<file path="config.mk">
export PLATFORM = sky130hd
export DESIGN_NAME = dcbc_queue
export DESIGN_NICKNAME = d
export VERILOG_FILES = /design/src/sv/dcbc_pkg.sv /design/src/sv/dcbc_queue.sv
export SDC_FILE = /design/constraint.sdc
export NUM_CORES = 1
export LEC_CHECK = 0
export BUFFER_PORTS_ARGS = -buffer_cell sky130_fd_sc_hd__buf_2
export CAP_MARGIN = 20
export CORE_UTILIZATION = 54
export CTS_CLUSTER_SIZE = 10
export DETAILED_ROUTE_END_ITERATION = 16
export HOLD_SLACK_MARGIN = 0.02
export PLACE_DENSITY = 0.82
export SLEW_MARGIN = 20
export SYNTH_ARGS = -nofsm -noshare
export SYNTH_HDL_FRONTEND = slang
export SYNTH_SLANG_ARGS = --single-unit
export TNS_END_PERCENT = 30
</file>
<file path="constraint.sdc">
create_clock -name clk -period 4.38 [get_ports clk]
set_input_delay 0.657 -clock clk [delete_from_list [all_inputs] [get_ports clk]]
set_output_delay 0.657 -clock clk [all_outputs]
set_load 0.01 [all_outputs]
</file>
<file path="src/sv/dcbc_pkg.sv">
`timescale 1ns / 1ps

package dcbc_pkg;

    // Code space and the derived widths of the presence map
    localparam int CODE_SPACE = 4096;
    localparam int CODE_W     = 12;
    localparam int CUR_W      = CODE_W + 1;
    localparam int ROW_W      = 16;
    localparam int BIT_W      = $clog2(ROW_W);
    localparam int ROWS       = CODE_SPACE / ROW_W;
    localparam int ROW_IW     = $clog2(ROWS);
    localparam int WORD_W     = 16;
    localparam int FUNC_W     = 2;

    localparam logic [CODE_W-1:0] COUNT_MAX  = 12'hFFF;
    localparam logic [CUR_W-1:0]  CURSOR_INIT = 13'd1;

    // Function codes on the input port
    localparam logic [FUNC_W-1:0] FUNC_FEED  = 2'd0;
    localparam logic [FUNC_W-1:0] FUNC_FETCH = 2'd1;
    localparam logic [FUNC_W-1:0] FUNC_CLEAR = 2'd2;

    // Classified operation handed from front to back
    typedef enum logic [1:0] {
        OP_FEED,
        OP_FETCH,
        OP_CLEAR,
        OP_NOP
    } op_t;

    typedef struct packed {
        op_t               op;
        logic [CODE_W-1:0] code;
    } cmd_t;

endpackage

</file>
<file path="src/sv/dcbc_queue.sv">
`timescale 1ns / 1ps

module dcbc_queue (
    input  logic           clk,
    input  logic           rst_n,
    input  logic           push_valid,
    output logic           push_ready,
    input  dcbc_pkg::cmd_t push_cmd,
    output logic           pop_valid,
    input  logic           pop_ready,
    output dcbc_pkg::cmd_t pop_cmd
);

    dcbc_pkg::cmd_t entry_reg [2];
    logic [1:0]     fill_reg, fill_next;
    logic           wr_ptr_reg, wr_ptr_next;
    logic           rd_ptr_reg, rd_ptr_next;
    logic           do_push, do_pop;

    assign push_ready = (fill_reg != 2'd2);
    assign pop_valid  = (fill_reg != 2'd0);
    assign pop_cmd    = entry_reg[rd_ptr_reg];
    assign do_push    = push_valid && push_ready;
    assign do_pop     = pop_valid && pop_ready;

    // Pointer and fill bookkeeping
    always_comb
    begin
        wr_ptr_next = wr_ptr_reg ^ do_push;
        rd_ptr_next = rd_ptr_reg ^ do_pop;
        fill_next   = fill_reg;
        if (do_push && !do_pop)
        begin
            fill_next = fill_reg + 2'd1;
        end
        else if (!do_push && do_pop)
        begin
            fill_next = fill_reg - 2'd1;
        end
    end

    always_ff @(posedge clk or negedge rst_n)
    begin
        if (!rst_n)
        begin
            fill_reg   <= 2'd0;
            wr_ptr_reg <= 1'b0;
            rd_ptr_reg <= 1'b0;
        end
        else
        begin
            fill_reg   <= fill_next;
            wr_ptr_reg <= wr_ptr_next;
            rd_ptr_reg <= rd_ptr_next;
        end
    end

    always_ff @(posedge clk)
    begin
        if (do_push)
        begin
            entry_reg[wr_ptr_reg] <= push_cmd;
        end
    end

endmodule

</file>
==> summary.md <==
| Metric | Value |
|---|---|
| Status | `finished, final reports clean` |
| Final Hold Vio Count | `0` |
| Port-buffer cells | `33` |
| Routed vias | `637` |
| Max cap viols | `0` |
| Netlist cell types | `15` |
| Total CTS buffers | `5` |
| Data arrival, critical path | `1710 ps` |
| Initial antenna violation count | `0` |
| Minimum clock period | `2370 ps` |
| Worst slew pin tran | `745 ps` |
| Syn nets | `83` |
| Hold Slack | `119 ps` |
| ANT nets after route | `0` |
| Setup violators final | `0` |
| Vias in the first global route | `677` |
| Synth warnings | `0` |
| Initial DRC count | `4` |
| Most frequent cells in the layout | `buf_2 (33), edfxtp_1 (28), mux2_4 (9)` |
| Antenna diode instance count | `0` |
| Setup_tns | `0 ps` |
| Leakage power | `0.621 nW` |
| Starting density of the core | `0.575` |
| RePlAce Congestion | `0.574` |
| Post-CTS Setup Inserts | `0` |
| Final Util | `0.676` |
| Fill count | `174` |
| Clock latency on the worst-skew pair | `320 ps` |
| Max reg flops | `28` |
| Die area | `2550 µm²` |
| Slew Limit Fails | `0` |
| Final period util | `0.541` |
| Cell Area, Synth | `1270 µm²` |
| Average size of a mapped cell | `20.5 µm²` |
| Total GRT Usage | `0.175` |
| Core box area | `2210 µm²` |
| Worst hold path class | `input pin to async pin` |
| Drt first pass iters | `3` |
| Worst-path clk slew | `90 ps` |
| RSZ-0062 raised after global routing | `no` |
| Max rail drop VDD | `0.000421 V` |
| Wire length per cell | `13.9 µm` |
| Area growth, synth to finish | `17.6%` |
| CTS max path bufs | `2` |
| Total Routed Length | `1790 µm` |
| Critical path data required time | `3720 ps` |
| DRC viols | `0` |
| Nature of the critical path endpoint | `output pin` |
| Top cells by area, synth | `edfxtp_1 (66%), mux2_4 (11%), dfrtp_1 (7.9%)` |
| CTS Root Cell | `clkbuf_4` |
| Die span in x | `50.5 µm` |
| Synth Register Bits | `32` |
| Io pins | `34` |
| Global route overflow | `0` |
| CTS tree | `built` |
| Largest net degree at the start of global routing | `16` |
| Fmax | `422 MHz` |
| Power density over the cells | `636 nW/µm²` |
| NumNets Final | `121` |
| First-pass GRT wire length | `2900 µm` |
| Worst Clk Skew | `7.39 ps` |
| Mapped Cells | `62` |
| Row count | `17` |
| Die Y | `50.5 µm` |
| CTS H-tree depth | `2` |
| Reg2Reg Depth | `3` |
| Startpoint Class | `flip-flop` |
| Worst Path Max Fanout | `15` |
| Crit Path Class | `flip-flop to output pin` |
| # hold bufs at CTS | `0` |
| Top cell type's share of synthesized area | `0.661` |
| Vias/cell | `4.98` |
| Sequential share of the synthesized area | `0.739` |
| Commonest non-fill, non-tap cell in the layout | `buf_2` |
| Final HPWL DP | `1290 µm` |
| Share of cells above drive strength 1 | `0.540` |
| Post-CTS resize count | `0` |
| # clock sinks | `32` |
| Max_slew headroom | `0.503` |
| Synth area leader | `edfxtp_1` |
[per-layer routing]
metal	wire, µm	vias to the layer above	GRT usage
li1	-	304	-
met1	601	308	0.151
met2	1030	18	0.320
met3	109	7	0.0848
met4	40	0	0.0972
met5	0	-	0
[Yosys cell counts]
master,count
edfxtp_1,28
mux2_4,9
mux2_2,5
dfrtp_1,4
ha_1,3
inv_1,2
xnor2_1,2
xor2_1,2
and2_1,1
buf_12,1
buf_6,1
nand2_2,1
nand2b_1,1
nor2_1,1
or2_1,1
[cells by family (layout without fill, tap and decap cells)]
family                   Yosys count  count (layout)  synth area share
flip-flops                        32              32             0.739
adder cells (fa/ha/maj)            3               3            0.0295
XOR/XNOR                           4               4            0.0275
multiplexers                      14              14             0.150
AND/OR/NAND/NOR                    5               5            0.0226
buffers and inverters              4              42            0.0305
[report_power, final]
part | internal, mW | switching (mW)
registers | 0.423 | 0.0577
logic | 0.173 | 0.137
clock network | 0.0733 | 0.0873
[worst max-delay path, cell delays in order, from the launching register on]
cell and delay [ps]:
dfrtp_1 840, mux2_2 410, buf_2 140
[layout make-up]
type                    count  area (µm²)  share of cell area
flip-flops and latches     32         941               0.629
multi-input cells          26         293               0.196
repair buffers             33         165               0.110
clock buffers               6        51.3              0.0343
well taps                  28        35.0              0.0234
inverters                   2        7.51             0.00502
clock inverters             1        3.75             0.00251
[worst paths after layout]
kind,startpoint,end,slack [ps]
hold reg to reg,fill_reg[1],fill_reg[1],490
hold / removal,rst_n,rd_ptr_reg,120
setup reg to reg,fill_reg[0],entry_reg[0][13],2710
setup / recovery,rd_ptr_reg,pop_cmd[12],2010
max in group asynchronous,rst_n,fill_reg[1],4130
min in group clk,fill_reg[1],fill_reg[1],490
[per-stage QoR]
stage	cells	cell area (µm²)	total power [mW]	worst slack, ps
finish	128	1500	0.951	2010
global route	128	1500	1.01	1910
global placement	121	1440	0.787	2380
CTS	128	1500	0.965	1990
detailed placement	121	1440	0.802	2370
floorplan	62	1270	0.724	2770
Note: power is estimated with default switching activity, not from simulation.
