## src/sv/dcbc_pkg.sv

```systemverilog
`timescale 1ns / 1ps

package dcbc_pkg;

    // Code space and the derived widths of the presence map
    localparam int CODE_SPACE = 4096;
    localparam int CODE_W     = 12;
    localparam int CUR_W      = CODE_W + 1;
    localparam int ROW_W      = 16;
    localparam int BIT_W      = $clog2(ROW_W);
    localparam int ROWS       = CODE_SPACE / ROW_W;
    localparam int ROW_IW     = $clog2(ROWS);
    localparam int WORD_W     = 16;
    localparam int FUNC_W     = 2;

    localparam logic [CODE_W-1:0] COUNT_MAX  = 12'hFFF;
    localparam logic [CUR_W-1:0]  CURSOR_INIT = 13'd1;

    // Function codes on the input port
    localparam logic [FUNC_W-1:0] FUNC_FEED  = 2'd0;
    localparam logic [FUNC_W-1:0] FUNC_FETCH = 2'd1;
    localparam logic [FUNC_W-1:0] FUNC_CLEAR = 2'd2;

    // Classified operation handed from front to back
    typedef enum logic [1:0] {
        OP_FEED,
        OP_FETCH,
        OP_CLEAR,
        OP_NOP
    } op_t;

    typedef struct packed {
        op_t               op;
        logic [CODE_W-1:0] code;
    } cmd_t;

endpackage

```

## src/sv/dcbc_front.sv

```systemverilog
`timescale 1ns / 1ps

module dcbc_front (
    input  logic                         clk,
    input  logic                         rst_n,
    input  logic                         in_valid,
    output logic                         in_ready,
    input  logic [dcbc_pkg::FUNC_W-1:0]  func,
    input  logic [dcbc_pkg::WORD_W-1:0]  word_value,
    output logic                         cmd_valid,
    input  logic                         cmd_ready,
    output dcbc_pkg::cmd_t               cmd
);

    logic           valid_reg, valid_next;
    dcbc_pkg::cmd_t cmd_reg, cmd_next;
    logic [14:0]    code15;
    logic           feed_ok;
    dcbc_pkg::cmd_t cls;

    // Bit 15 masked off; zero padding and out-of-range codes are dropped
    assign code15  = word_value[14:0];
    assign feed_ok = (code15 != 15'd0) &&
                     (17'({2'b00, code15}) < 17'(dcbc_pkg::CODE_SPACE));

    always_comb
    begin
        cls.code = code15[dcbc_pkg::CODE_W-1:0];
        case (func)
            dcbc_pkg::FUNC_FEED:  cls.op = feed_ok ? dcbc_pkg::OP_FEED : dcbc_pkg::OP_NOP;
            dcbc_pkg::FUNC_FETCH: cls.op = dcbc_pkg::OP_FETCH;
            dcbc_pkg::FUNC_CLEAR: cls.op = dcbc_pkg::OP_CLEAR;
            default:              cls.op = dcbc_pkg::OP_NOP;
        endcase
    end

    // One-word holding stage in front of the queue
    assign in_ready  = !valid_reg || cmd_ready;
    assign cmd_valid = valid_reg;
    assign cmd       = cmd_reg;

    always_comb
    begin
        valid_next = valid_reg && !cmd_ready;
        cmd_next   = cmd_reg;
        if (in_valid && in_ready)
        begin
            valid_next = 1'b1;
            cmd_next   = cls;
        end
    end

    always_ff @(posedge clk or negedge rst_n)
    begin
        if (!rst_n)
        begin
            valid_reg <= 1'b0;
        end
        else
        begin
            valid_reg <= valid_next;
        end
    end

    always_ff @(posedge clk)
    begin
        cmd_reg <= cmd_next;
    end

endmodule

```

## config.mk

```make
export PLATFORM = sky130hd
export DESIGN_NAME = dcbc_front
export DESIGN_NICKNAME = d
export VERILOG_FILES = /design/src/sv/dcbc_pkg.sv /design/src/sv/dcbc_front.sv
export SDC_FILE = /design/constraint.sdc
export NUM_CORES = 1
export LEC_CHECK = 0
export ABC_AREA = 1
export BUFFER_PORTS_ARGS = -buffer_cell sky130_fd_sc_hd__buf_4
export CORE_MARGIN = 10
export CORE_UTILIZATION = 41
export CTS_CLUSTER_DIAMETER = 80
export CTS_CLUSTER_SIZE = 10
export DETAILED_ROUTE_END_ITERATION = 7
export GPL_TIMING_DRIVEN = 0
export PLACE_DENSITY = 0.87
export SYNTH_ARGS = -nofsm -noshare
export SYNTH_HDL_FRONTEND = slang
export SYNTH_SLANG_ARGS = --single-unit
export TNS_END_PERCENT = 100
```

## constraint.sdc

```tcl
create_clock -name clk -period 2.3 [get_ports clk]
set_input_delay 0 -clock clk [delete_from_list [all_inputs] [get_ports clk]]
set_output_delay 0 -clock clk [all_outputs]
set_load 0.01 [all_outputs]
```

==> results of run 1 <==
## timing repair
| action | 4_1_cts | 5_1_grt |
|---|---|---|
| hold buffers | 16 | 0 |
| endpoints found under the hold margin | 16 | 0 |
| buffers inserted | 0 | 0 |
## how the worst max path moves through the flow
stage	startpoint	endpoint	slack, ns	cells after the start
final	cmd_valid$_DFF_PN0_	cmd[8]$_DFFE_PP_	0.97	2
after detailed placement	cmd_valid$_DFF_PN0_	cmd[8]$_DFFE_PP_	0.47	1
after floorplan	cmd_valid$_DFF_PN0_	cmd[0]$_DFFE_PP_	0.73	1
after global routing	cmd_valid$_DFF_PN0_	cmd[8]$_DFFE_PP_	0.89	2
after global placement	cmd_valid$_DFF_PN0_	cmd[4]$_DFFE_PP_	0.59	1
after CTS	cmd_valid$_DFF_PN0_	cmd[5]$_DFFE_PP_	0.45	1
## cell usage after synthesis
library cell | number | area [um^2]
a21oi_1 | 1 | 5.00
and2_0 | 1 | 6.26
dfrtp_1 | 1 | 25.0
edfxtp_1 | 14 | 420
inv_1 | 4 | 15.0
nand2_1 | 10 | 37.5
nor2_1 | 7 | 26.3
nor3_4 | 1 | 16.3
## power by group
part	internal, uW	leakage, uW	total, uW	switching [uW]
logic	63.1	0.000306	104	41.2
registers	316	0.000143	321	4.47
clock network	64.2	0.0000177	142	78.1
total	443	0.000466	567	124
## cells by family (layout without fill, tap and decap cells)
kind of cell / Yosys count / in the layout / synth area share [%]
flip-flops: 15 / 15 / 80.7
AO/OA/AOI/OAI: 1 / 1 / 0.906
AND/OR/NAND/NOR: 19 / 19 / 15.6
buffers and inverters: 4 / 61 / 2.72
## tightest hold or removal path, cell delays in order
cell     delay [ns]
buf_4          0.08
inv_1          0.04
nand2_1        0.08
nand2_1        0.06
## metal layers
metal,up-vias,track usage (%),wire length (um)
li1,243,-,-
met1,233,11.0,635
met2,27,19.9,924
met3,2,2.25,138
met4,0,4.12,23
met5,-,0,0
## stage by stage
stage	total power (uW)	area, um^2
2_1_floorplan	349	552
3_3_place_gp	403	841
3_5_place_dp	409	841
4_1_cts	571	1030
5_1_grt	596	1040
6_report	567	1040
## area by class of cell
cell class / count / area, um^2
clock inverters: 1 / 5.00
well taps: 15 / 18.8
repair buffers: 53 / 438
multi-input cells: 20 / 91.3
inverters: 4 / 15.0
clock buffers: 3 / 22.5
fillers: 75 / 249
flip-flops and latches: 15 / 445
==> results by group, run 1 <==
Clocking
  – Clock buffer depth: 2
  – Root buf cell: clkbuf_4
  – TritonCTS Buffers: 3
  – Clock sinks: 15
  – Htree depth: 1
  – Post_cts resized: 0
  – TritonCTS clock tree: done
  – Clock transition at path regs: approximately 0.090 ns
  – Worst-Skew Late Latency: about 0.27 ns

Finish
  – # diodes: 0
  – Largest register FFs: 14
  – Commonest non-fill, non-tap cell in the layout: buf_4
  – NumNets Final: around 120
  – Commonest cells after routing, fill and taps aside: 37 x buf_4, 16 x dlygate4sd3_1, 14 x edfxtp_1, 10 x nand2_1, 7 x nor2_1
  – Layout cells sized above 1: 43.8%
  – Final Util: between 80% and 90%
  – Final non-filler cell total: 111
  – Syn-to-layout area delta: 87.8%

STA
  – Max-slew headroom: roughly 74%
  – RSZ-0062 raised after global routing: no
  – Setup tns final: 0 ns
  – Max-slew violation count: 0
  – Slew @ Worst Pin: 0.387 ns
  – Final hold vios: 0
  – Period utilisation layout: 58.0%
  – Layout Skew: just under 0.008 ns
  – Final setup vio count: 0
  – Minimum clock period: 1.33 ns
  – Max Clk Rate: between 0.7 and 0.8 GHz
  – Hold slack: roughly 0.018 ns
  – Final WS setup: 0.966 ns

Setup path
  – CP bufs+invs: 1
  – Critical R2R Capture: cmd[8]$_DFFE_PP_
  – Worst Reg-to-Reg Cells: 2
  – CP peak stage delay: approximately 0.4 ns
  – Slowest CP cell: dfrtp_1
  – Critical path, cell by cell: a21oi_1, buf_4
  – CP top delay family: flip-flops
  – CP Capture Type: register
  – Arrival time worst endpoint: around 1.3 ns
  – Required time worst endpoint: 2.28 ns
  – Startpoint Class: register
  – Crit Path Max Fanout: 11
  – Worst R2R Start: cmd_valid$_DFF_PN0_
  – Critical path type: register to register
  – Worst reg2reg setup slack: roughly 0.97 ns

GRT
  – Global-route wire length before repair: around 2800 um
  – Global route overflow: 0
  – Initial antenna violation count: 0
  – GRT Total Usage: between 10% and 20%
  – Largest net degree at the start of global routing: 15
  – Number of global-route vias before repair: 550

Outcome
  – Outcome: complete, no violations

Placed design
  – Port Buffers: 36
  – Post-Place Cells: 90
  – Dpl ws: about 0.47 ns
  – Post-DP HPWL: around 1300 um
  – RePlAce Congestion: roughly 0.66

Routing
  – WL/cell: roughly 16 um
  – Detailed Route Iter0 Violations: 12
  – Antenna Nets Post-Route: 0
  – Vias per std cell: approximately 4.5
  – Vias: a little over 500
  – DRC violations left: 0
  – Overall routed net length: about 1700 um
  – DRT Pass-1 Iters: 4

Die
  – # rows: 13
  – Die height: 56.7 um
  – Core footprint: roughly 1300 um^2
  – Starting density of the core: a little over two fifths
  – DIE AREA: 3210 um^2
  – Io pins: 38
  – Die X: approximately 57 um

Logic synthesis
  – Synth Area per Inst: between 10 and 15 um^2
  – Post-synthesis sequential area ratio: 80.7%
  – Ys Warns: 0
  – Unique masters post-synth: 8
  – Seq cells post-synth: 15
  – Syn Std Cell Area: about 550 um^2
  – Syn Nets: 61
  – Syn Inst Count: 39

Hold path
  – Tightest Hold Check Type: primary input to register
  – Worst Hold End: cmd_valid$_DFF_PN0_
  – WHS Path Cells: 4
  – Worst Hold Launch: cmd_ready

Run
  – Max cap viols: 0

Pwr
  – VDD IR max: 290 uV
  – Power Density: between 500 and 600 nW/um^2
  – LEAKAGE: between 0.0004 and 0.0005 uW
(Power assumes the default switching activity.)
==> run 2: changes to the inputs <==
Settings changed: CORE_UTILIZATION 41 to 34, PLACE_DENSITY 0.87 to 0.78.
Clock period 2.3 ns to 1.1 ns, I/O delays scaled along.
==> results by group, run 2 (synthesis gave the netlist of run 1 again) <==
STA
  – Minimum clock period: 1.06 ns (-0.273 ns)
  – Slew @ Worst Pin: 0.153 ns (-0.234 ns)
  – Period utilisation layout: 96.5% (+38 points)
  – Final hold vios: 0 (unchanged)
  – Max-slew violation count: 0 (unchanged)
  – Final setup vio count: 0 (unchanged)
  – Layout Skew: 0.00293 ns (-0.00486 ns)
  – Max Clk Rate: 0.942 GHz (+26%)
  – Hold slack: 0.00718 ns (-0.0112 ns)
  – Max-slew headroom: 89.8% (+16 points)
  – Final WS setup: 0.0389 ns (-0.927 ns)
  – RSZ-0062 raised after global routing: no
  – Setup tns final: 0 ns (unchanged)

Die
  – Core footprint: 1520 um^2 (+19%)
  – # rows: 14 (+1)
  – Die height: 60.3 um (+6.4%)
  – DIE AREA: 3630 um^2 (+13%)
  – Die X: 60.3 um (+6.4%)
  – Starting density of the core: 36.2% (-6.7 points)
  – Io pins: 38 (unchanged)

Finish
  – Layout cells sized above 1: 47.4% (+3.6 points)
  – Commonest cells after routing, fill and taps aside: 37 x buf_4, 14 x edfxtp_1, 13 x dlygate4sd3_1, 10 x nand2_1
  – Post-route cell area: 1050 um^2 (+1.8%)
  – # diodes: 0 (unchanged)
  – Syn-to-layout area delta: 91.2%
  – Final Util: 69.2% (-11 points)
  – NumNets Final: 118 (-0.84%)
  – Commonest non-fill, non-tap cell in the layout: buf_4
  – FILL cells: 108 (+44%)
  – Largest register FFs: 14 (unchanged)

Pwr
  – Cell-internal power: 937 uW (+110%)
  – Switch Pwr: 251 uW (+100%)
  – Power Density: 1130 nW/um^2 (+110%)
  – Comb power frac: 18.9% (+0.5 points)
  – Net Sw Frac: 21.1% (-0.71 points)
  – Clock power frac: 24.5% (-0.6 points)
  – Sequential Power Share: 56.6% (about the same)
  – LEAKAGE: 0.000480 uW (+2.8%)
  – VDD IR max: 528 uV (+82%)

Outcome
  – Outcome: complete, no violations

Clocking
  – Worst-Skew Late Latency: 0.27 ns (about the same)
  – Clock sinks: 15 (unchanged)
  – TritonCTS Buffers: 3 (unchanged)
  – Clock transition at path regs: 0.08 ns (about the same)
  – Htree depth: 1 (unchanged)
  – Clock buffer depth: 2 (unchanged)
  – TritonCTS clock tree: done
  – Root buf cell: clkbuf_4

Setup path
  – Critical path, cell by cell: a21oi_4, buf_4
  – CP top delay family: flip-flops
  – Startpoint Class: register
  – CP peak stage delay: 0.43 ns (+0.03 ns)
  – Required time worst endpoint: 1.08 ns (-1.20 ns)
  – Critical path type: register to register
  – Arrival time worst endpoint: 1.04 ns (-0.27 ns)
  – CP Capture Type: register
  – Slowest CP cell: dfrtp_1
  – CP bufs+invs: 1 (unchanged)
  – Crit Path Max Fanout: 8 (-3)

Routing
  – WL/cell: 14.3 um (-8.1%)
  – DRT Pass-1 Iters: 4 (unchanged)
  – Vias: 477 (-5.5%)
  – DRC violations left: 0 (unchanged)
  – Vias per std cell: 4.30 (-5.5%)
  – Overall routed net length: 1580 um (-8.1%)
  – Antenna Nets Post-Route: 0 (unchanged)
  – Detailed Route Iter0 Violations: 18 (+6)

Placed design
  – Placed Area: 853 um^2 (+1.5%)
  – Dpl ws: -0.0680 ns (-0.537 ns)
  – Port Buffers: 36 (unchanged)
  – RePlAce Congestion: 0.640 (-2.6%)

GRT
  – Global-route wire length before repair: 2400 um (-13%)
  – Number of global-route vias before repair: 496 (-9.8%)
  – Initial antenna violation count: 0 (unchanged)
  – GRT Total Usage: 9.10% (-1.5 points)
  – Largest net degree at the start of global routing: 9 (-6)
  – Global route overflow: 0 (unchanged)

Hold path
  – Tightest Hold Check Type: primary input to register

Run
  – Max cap viols: 0 (unchanged)
==> run 2: cell types whose count changed in the layout (fill, tap and decap cells not counted) <==
cell	delta
dlygate4sd3_1	-3
nor2_4	+1
nor2_1	-3
clkbuf_1	+1
a21oi_1	-1
nor2_2	+2
a21oi_4	+1
dlymetal6s4s_1	+2
clkinv_2	-1
==> run 2: path summary, 6_finish.rpt <==
path / from / to / slack [ns] / cells after the start
min reg2reg: cmd_valid$_DFF_PN0_ / cmd_valid$_DFF_PN0_ / 0.60 / 2
max in group asynchronous: rst_n / cmd_valid$_DFF_PN0_ / 0.98 / 2
max reg2reg: cmd_valid$_DFF_PN0_ / cmd[5]$_DFFE_PP_ / 0.04 / 2
min: func[0] / cmd[12]$_DFFE_PP_ / 0.007 / 3
max: cmd_valid$_DFF_PN0_ / cmd[5]$_DFFE_PP_ / 0.04 / 2
min in group asynchronous: rst_n / cmd_valid$_DFF_PN0_ / 0.04 / 2
==> run 2: worst reg2reg max path, stage by stage, from the launching register on <==
cell	delay [ns]
dfrtp_1	0.43
a21oi_4	0.17
buf_4	0.18
==> run 2: what timing repair did <==
action | 4_1_cts | 5_1_grt
hold buffers | 15 | 0
gates resized for setup | 0 | 6
pin swaps | 1 | 2
setup endpoints to repair | 14 | 2
buffers inserted | 2 | 0
gates cloned | 0 | 0
hold endpoints to repair | 15 | 0
==> run 2: power by group through the flow <==
| stage | combinational (uW) | sequential [uW] | clock (uW) |
|---|---|---|---|
| after floorplan | 34.6 | 701 | 0 |
| final | 224 | 673 | 291 |
| after CTS | 220 | 672 | 298 |
| after detailed placement | 170 | 685 | 0 |
| after global routing | 243 | 676 | 320 |
| after global placement | 166 | 683 | 0 |
==> run 2: per-layer routing <==
metal	vias up	part of all wire [%]	routed length [um]	track usage, %
met5	-	0	0	0
met4	0	2.1	34	6.73
met3	2	17	269	3.81
met2	31	46	727	14.4
met1	203	35	552	9.35
li1	241	-	-	-
==> run 2: final cells by class <==
class | count | area (um^2) | share of cell area [%]
tap | 16 | 20.0 | 1.90
sequential | 15 | 445 | 42.2
inverter | 4 | 15.0 | 1.42
timing repair buffer | 52 | 433 | 41.0
clock buffer | 4 | 26.3 | 2.49
multi-input combinational | 20 | 115 | 10.9
==> run 2: per-stage QoR <==
stage / power, uW / cells
after floorplan: 735 / 39
final: 1190 / 111
after global placement: 849 / 91
after global routing: 1240 / 111
after CTS: 1190 / 112
after detailed placement: 855 / 91
